--- config.mk ---
export PLATFORM = sky130hd
export DESIGN_NAME = scht_ctrl
export DESIGN_NICKNAME = d
export VERILOG_FILES = /design/src/hw/rtl/scht_pkg.sv /design/src/hw/rtl/scht_ctrl.sv
export SDC_FILE = /design/constraint.sdc
export NUM_CORES = 1
export LEC_CHECK = 0
export BUFFER_PORTS_ARGS = -buffer_cell sky130_fd_sc_hd__buf_2
export CORE_AREA = 2 2 39 41
export DETAILED_ROUTE_END_ITERATION = 6
export DIE_AREA = 0 0 41 43
export PLACE_DENSITY = 0.67
export SYNTH_ARGS = -nofsm -noshare
export SYNTH_HDL_FRONTEND = slang
export SYNTH_SLANG_ARGS = --single-unit
--- constraint.sdc ---
create_clock -name i_clk -period 1.8 [get_ports i_clk]
set_clock_uncertainty 0.15 [all_clocks]
set_input_delay 0 -clock i_clk [delete_from_list [all_inputs] [get_ports i_clk]]
set_output_delay 0 -clock i_clk [all_outputs]
set_load 0.01 [all_outputs]
--- src/hw/rtl/scht_pkg.sv ---
// scht_pkg: shared constants, types and helpers for the swept circle hit test
// used by scht_div, scht_dp, scht_ctrl and the top level; depends on nothing else
package scht_pkg;

    localparam int MAX_SAMPLES = 64;
    localparam int ANGLE_BITS  = 12;
    localparam int SAMPLE_W    = $clog2(MAX_SAMPLES + 1);
    localparam int QUO_W       = 15;
    localparam int NUM_W       = 48;
    localparam int DEN_W       = 33;
    localparam int POS_W       = 24;
    localparam int STEP_W      = 4;
    localparam int PROD_W      = 29;

    typedef enum logic [3:0] {
        S_IDLE, S_DECIDE, S_PREP_S, S_START_S, S_WAIT_S, S_PREP_C, S_START_C,
        S_WAIT_C, S_START_N, S_WAIT_N, S_MUL, S_POS, S_SAMPLE, S_FINAL,
        S_DRAIN, S_DONE
    } t_state;

    typedef struct packed {
        logic load;
        logic calc_p;
        logic ang_cos;
        logic div_start;
        logic div_cnt;
        logic store_sin;
        logic store_cos;
        logic store_cnt;
        logic mul;
        logic set_pos;
        logic sample_issue;
        logic final_issue;
        logic out_load;
    } t_cmd;

    typedef struct packed {
        logic skip;
        logic div_done;
        logic n_one;
        logic pipe_empty;
        logic out_free;
    } t_stat;

    // round half up of v / 2^14
    function automatic logic signed [15:0] rnd14(input logic signed [PROD_W-1:0] v);
        logic signed [PROD_W-1:0] w;
        w = v + PROD_W'(8192);
        return 16'(w >>> 14);
    endfunction

endpackage

--- src/hw/rtl/scht_ctrl.sv ---
// scht_ctrl: sequencer for one item at a time
// depends on scht_pkg
module scht_ctrl (
    input  logic             i_clk,
    input  logic             i_rst_n,
    input  logic             i_in_valid,
    output logic             o_in_ready,
    input  scht_pkg::t_stat  i_stat,
    output scht_pkg::t_cmd   o_cmd
);
    import scht_pkg::*;

    t_state r_state, n_state;

    always_ff @(posedge i_clk) begin
        if (!i_rst_n) r_state <= S_IDLE;
        else          r_state <= n_state;
    end

    // next state
    always_comb begin
        n_state = r_state;
        unique case (r_state)
            S_IDLE:    if (i_in_valid) n_state = S_DECIDE;
            S_DECIDE:  n_state = i_stat.skip ? S_FINAL : S_PREP_S;
            S_PREP_S:  n_state = S_START_S;
            S_START_S: n_state = S_WAIT_S;
            S_WAIT_S:  if (i_stat.div_done) n_state = S_PREP_C;
            S_PREP_C:  n_state = S_START_C;
            S_START_C: n_state = S_WAIT_C;
            S_WAIT_C:  if (i_stat.div_done) n_state = S_START_N;
            S_START_N: n_state = S_WAIT_N;
            S_WAIT_N:  if (i_stat.div_done) n_state = S_MUL;
            S_MUL:     n_state = S_POS;
            S_POS:     n_state = S_SAMPLE;
            S_SAMPLE:  if (i_stat.n_one) n_state = S_FINAL;
            S_FINAL:   n_state = S_DRAIN;
            S_DRAIN:   if (i_stat.pipe_empty) n_state = S_DONE;
            S_DONE:    if (i_stat.out_free) n_state = S_IDLE;
            default:   n_state = S_IDLE;
        endcase
    end

    // commands
    always_comb begin
        o_cmd      = '0;
        o_in_ready = 1'b0;
        unique case (r_state)
            S_IDLE: begin
                o_in_ready = 1'b1;
                o_cmd.load = i_in_valid;
            end
            S_PREP_S:  o_cmd.calc_p = 1'b1;
            S_START_S: o_cmd.div_start = 1'b1;
            S_PREP_C: begin
                o_cmd.store_sin = 1'b1;
                o_cmd.calc_p    = 1'b1;
                o_cmd.ang_cos   = 1'b1;
            end
            S_START_C: o_cmd.div_start = 1'b1;
            S_START_N: begin
                o_cmd.store_cos = 1'b1;
                o_cmd.div_start = 1'b1;
                o_cmd.div_cnt   = 1'b1;
            end
            S_WAIT_N:  o_cmd.div_cnt = 1'b1;
            S_MUL: begin
                o_cmd.store_cnt = 1'b1;
                o_cmd.mul       = 1'b1;
                o_cmd.div_cnt   = 1'b1;
            end
            S_POS:     o_cmd.set_pos = 1'b1;
            S_SAMPLE:  o_cmd.sample_issue = 1'b1;
            S_FINAL:   o_cmd.final_issue = 1'b1;
            S_DONE:    o_cmd.out_load = i_stat.out_free;
            default:   o_cmd = '0;
        endcase
    end
endmodule

==> metrics.txt, run 1 <==
synthesized area per cell 7.69 µm²; synth unique cells 35; port bufs 21; Most flops, register r_state; Inserted Diodes 0; final antenna-violating net count 0; CP endpoint r_state[0]$_SDFFE_PN0P_; first-pass GRT wire length between 1.5 and 2 mm; initial antenna violation count 0; Fillers about 130; Worst Setup End Kind flip-flop; sequential-to-total area share from yosys stat between 10% and 20%; Worst Setup Start Kind flip-flop; chip width approximately 41 µm; family with the most delay on the worst path compound AO/OA/AOI/OAI gates; minimum clock period 1740 ps; CTS root buffer clkbuf_4; clock sinks 4; DIE AREA 0.00176 mm²; Reg2Reg Depth 4; top_reg_cell synth dfxtp_1; Syn Nets just over 70; worst min-delay path class input pin to flip-flop; GRT Overall Usage 14.0%; worst reg2reg endpoint r_state[0]$_SDFFE_PN0P_; P&R area growth vs syn 32.3%; largest fanout on the critical path 6; largest net degree at the start of global routing 14; instance count of the mapped netlist 63; CTS clk-pin slew, worst paths around 40 ps; Setup Viol. Count Final 0; number of register bits inferred by synthesis 4; CTS HTree Levels 1; Ys Warns 0; TNS Setup 0 ps; Most Used Layer, Global Route met2; RSZ-0062 raised after global routing false; # DRC 0; Max Cap Violations 0; # nets final between 90 and 100; drt via density about 5.1; worst path cell trace or4b_4, a31oi_4, a2111oi_2, o221a_1; WL final roughly 1.1 mm; Max clock buf depth 2; total grt overflow 0; Peak VDD IR ~0.52 mV; drt pass-1 iters 4; Power Total approximately 0.79 mW; met3 usage under 10%; fin area about 640 µm²; Critical Path Start r_state[1]$_SDFFE_PN0P_; Critical Path Stages 4; CP Class flip-flop to flip-flop; worst rel slew slack 75.3%; Yosys top cell area share about 17%; Slew @ Worst Pin ~370 ps; final hold vios 0; CP Buf/Inv Count 0; pwr/cell area 1240 mW/mm²; ratio of cells with drive above 1 in the final layout roughly 44%; CTS tree built; Post-CTS Setup Bufs 0; GRT met1 Usage 17.0%; max reg flops 4; total CTS buffers 3; GPL Wtd Cong ~0.80; hold depth 3; Core Rows 14; Worst Path Required around 1800 ps; global-route track usage on met2 between 20% and 30%; slowest stage cell, crit path or4b_4; DRT iter0 DRCs 10; number of enable-type register cells in the synthesized netlist 0; FFs w/ async S/R, synth 0%; DP HPWL ~910 µm; core area 0.00138 mm²; P_leak 0.301 nW; status finished clean; Netlist Area Pre-Place 484 µm²; routed length per instance around 11 µm; chip height 43 µm; clk_lat worst skew roughly 230 ps; RR Startpoint r_state[1]$_SDFFE_PN0P_; crit-path max cell delay 550 ps; Top Ports 22; max-slew violations 0; R2R Setup Slk ~60 ps; area leader, netlist dfxtp_1; Initial Util 35.0%; Hold WS 17.8 ps; Tcrit/Tclk final between 90% and 100%; area of placed instances approximately 600 µm²; largest cells by area after synthesis dfxtp_1 17%, nor2_1 5.4%, nor3b_1 4.7%; largest registers r_state: 4 flops; f_max 575 MHz; Arrival @ worst endpoint between 1500 and 2000 ps; Vias about 520; vias in the first global route ~430
[layout by cell type (no fill, tap or decap), types with 2 or more instances in the layout]
master and n:
nand2b_1 3, dfxtp_1 2, o21ai_0 2, dfxtp_2 2, nand2_1 5, inv_1 3, nor3b_1 3, buf_2 21
clkbuf_4 3, a21oi_1 2, buf_4 6, nand3b_1 2, nor2_1 7, nor3_1 3
[metal layers]
layer	share of wire, %	wire length [µm]	vias to the layer above
met4	0	0	0
met3	3.9	44	0
li1	-	-	272
met5	0	0	-
met1	43	479	240
met2	53	590	10
[final cells by class]
type	count	area (µm²)	area share (%)
Sequential cell	4	82.6	12.9
Timing Repair Buffer	28	160	25.0
Multi-Input combinational cell	48	344	53.7
Clock buffer	3	22.5	3.52
Tap cell	16	20.0	3.13
Inverter	3	11.3	1.76
[metrics by stage]
stage	cells	util, %	setup slack (ps)
global placement	98	43.8	92.7
finish	102	46.3	61.1
floorplan	63	-	54.1
global route	102	46.3	4.36
detailed placement	98	43.8	63.0
CTS	102	46.1	61.5
[kinds of logic after synthesis]
| logic type | synth area share, % |
|---|---|
| compound gates | 25.8 |
| mux | 4.39 |
| xor+xnor | 1.81 |
| flops | 16.5 |
| simple gates | 39.0 |
| buf+inv | 12.4 |
[cells in the mapped netlist, drive strengths merged (2+ instances only)]
library cell  n
nand2         5
buf           6
nor3b         3
nand2b        3
o21ai         3
a21oi         2
inv           3
nor2          7
clkbuf        2
nand3b        2
dfxtp         4
nor3          3
[how the worst min path moves through the flow]
stage              start                       to  slack (ps)
4_1_cts        i_stat[3]  r_state[0]$_SDFFE_PN0P_          20
3_5_place_dp     i_rst_n  r_state[2]$_SDFFE_PN0P_         140
6_report       i_stat[3]  r_state[0]$_SDFFE_PN0P_          20
5_1_grt        i_stat[3]  r_state[0]$_SDFFE_PN0P_          20
2_1_floorplan  i_stat[0]                 o_cmd[0]         -60
3_3_place_gp     i_rst_n  r_state[2]$_SDFFE_PN0P_         140
[power by group]
| group | internal, mW | switching, mW |
|---|---|---|
| Sequential | 0.123 | 0.0343 |
| Combinational | 0.255 | 0.275 |
| Clock | 0.0743 | 0.0322 |
| Total | 0.452 | 0.342 |
[worst register-to-register path, stage by stage (launching register included)]
cell	delay [ps]
dfxtp_2	330
or4b_4	550
a31oi_4	250
a2111oi_2	100
o221a_1	250
[timing repair]
item,in CTS,in global routing
endpoints found under the hold margin,4,0
hold buffers,1,0
setup endpoints to repair,0,2
gates resized for setup,0,2
(Power assumes the default switching activity.)
==> inputs of run 2 (changes only) <==
--- a/config.mk
+++ b/config.mk
@@ -10,6 +10,7 @@
 export DETAILED_ROUTE_END_ITERATION = 6
 export DIE_AREA = 0 0 41 43
 export PLACE_DENSITY = 0.67
+export SETUP_SLACK_MARGIN = 0.1
 export SYNTH_ARGS = -nofsm -noshare
 export SYNTH_HDL_FRONTEND = slang
 export SYNTH_SLANG_ARGS = --single-unit
==> metrics.txt, run 2 (synthesis results as in run 1) <==
area of placed instances 648 µm² (+7.0%); multi-input logic area 373 µm² (+8.4%); drt via density 5.13 (+0.28%); Most flops, register r_state; RSZ-0062 raised after global routing true; switching power of the nets 0.371 mW (+8.4%); Worst Setup End Kind flip-flop; final antenna-violating net count 0 (unchanged); drt pass-1 iters 4 (unchanged); most common cell after layout, fill and taps aside buf_2; Top Ports 22 (unchanged); final hold vios 0 (unchanged); commonest cells after routing, fill and taps aside 21 x buf_2, 10 x buf_4, 7 x nor2_1; DRT iter0 DRCs 7 (-3); vias in the first global route 415 (-3.0%); Worst Path Required 1780 ps (+20 ps); GPL Wtd Cong 0.918 (+14%); total CTS buffers 3 (unchanged); CTS root buffer clkbuf_4; Fillers 137 (+4.6%); P&R area growth vs syn 45.0%; largest registers r_state: 4 flops; Slew @ Worst Pin 435 ps (+65.4 ps); Arrival @ worst endpoint 1660 ps (-40 ps); CTS clk-pin slew, worst paths 40 ps (about the same); largest fanout on the critical path 6 (unchanged); status finished clean; area taken by flip-flops and latches 85.1 µm² (+3.0%); Max clock buf depth 2 (unchanged); sequential group share of total power 18.3% (-1.5 points); Setup Viol. Count Final 0 (unchanged); TNS Setup 0 ps (unchanged); WL final 1.15 mm (+3.1%); port bufs 21 (unchanged); Peak VDD IR 0.506 mV (-2.0%); Inserted Diodes 0 (unchanged); CTS tree built; Switching Share 42.6% (-0.41 points); total grt overflow 0 (unchanged); clock sinks 4 (unchanged); ratio of cells with drive above 1 in the final layout 47.8% (+3.6 points); chip width 41 µm (unchanged); max-slew violations 0 (unchanged); pwr/cell area 1240 mW/mm² (about the same); # nets final 100 (+4.2%); f_max 593 MHz (+3.1%); max reg flops 4 (unchanged); Initial Util 35.0% (unchanged); worst rel slew slack 70.8% (-4.6 points); Tcrit/Tclk final 93.7% (-2.9 points); initial antenna violation count 0 (unchanged); Worst Setup Start Kind flip-flop; first-pass GRT wire length 1.68 mm (-4.0%); minimum clock period 1690 ps (-52.7 ps); Gate power share 68.8% (+2.0 points); DP HPWL 901 µm (-0.69%); Max Cap Violations 0 (unchanged); routed length per instance 10.8 µm (-0.75%); worst min-delay path class input pin to flip-flop; clk_lat worst skew 240 ps (about the same); Clock power frac 13.0% (-0.4 points); CTS HTree Levels 1 (unchanged); P_leak 0.327 nW (+8.5%); DIE AREA 0.00176 mm² (unchanged); core area 0.00138 mm² (unchanged); GRT Overall Usage 13.8% (-0.20 points); Vias 544 (+4.2%); # DRC 0 (unchanged); Core Rows 14 (unchanged); chip height 43 µm (unchanged); CP Class flip-flop to flip-flop; largest net degree at the start of global routing 16 (+2); fin area 702 µm² (+9.6%); Pint 0.499 mW (+10%); Post-CTS Setup Bufs 0 (unchanged)
==> run 2: cell count changes in the layout (fill, tap and decap cells not counted) <==
cell | before | now
dfxtp_2 | 2 | 1
dfxtp_4 | 0 | 1
a2111oi_4 | 0 | 1
nand4bb_4 | 0 | 1
buf_4 | 6 | 10
a2111oi_2 | 1 | 0
nand4bb_1 | 1 | 0
==> run 2: timing repair <==
action                                 CTS  global route
pin swaps                                2             0
endpoints found under the hold margin    4             0
resized for setup                        2             2
setup endpoints to repair                3             5
hold buffers                             1             0
==> run 2: layer usage <==
metal	GRT usage (%)	vias to the layer above	wire [µm]
li1	-	280	-
met1	16.4	250	514
met2	21.3	14	569
met3	7.85	0	64
met4	2.00	0	0
met5	0	-	0
==> run 2: worst paths after layout <==
kind,from,endpoint,slack [ps],cells past startpoint
setup / recovery,r_state[3]$_SDFFE_PN0P_,r_state[0]$_SDFFE_PN0P_,110,4
hold / removal,i_stat[3],r_state[0]$_SDFFE_PN0P_,10,3
setup reg to reg,r_state[3]$_SDFFE_PN0P_,r_state[0]$_SDFFE_PN0P_,110,4
hold reg to reg,r_state[3]$_SDFFE_PN0P_,r_state[3]$_SDFFE_PN0P_,460,3
==> run 2: through the flow <==
stage	std cells	power [mW]	setup WS, ps	utilization (%)	hold slack [ps]
after floorplan	63	0.564	68.5	-	-62.9
after global placement	102	0.725	62.8	46.8	135
after detailed placement	102	0.730	47.7	46.8	136
after CTS	106	0.852	109	49.4	7.93
after global routing	106	0.945	46.3	50.7	19.2
final	106	0.869	114	50.7	11.5
==> run 2: critical path: stages, from the launching register on <==
cell and delay [ps]:
dfxtp_2 330, or4b_4 540, a31oi_4 240, a2111oi_4 60, o221a_1 250
==> run 2: power groups by stage <==
stage                     Sequential (mW)  Combinational, mW  Clock, mW
after floorplan                     0.142              0.422          0
after global placement              0.153              0.572          0
after detailed placement            0.152              0.577          0
after CTS                           0.155              0.580      0.118
after global routing                0.163              0.657      0.125
final                               0.159              0.598      0.113
==> run 2: final cells by class <==
class                   count  share of cell area, %
multi-input cells          48                   53.1
repair buffers             32                   27.1
flip-flops and latches      4                   12.1
clock buffers               3                   3.21
well taps                  16                   2.85
inverters                   3                   1.60
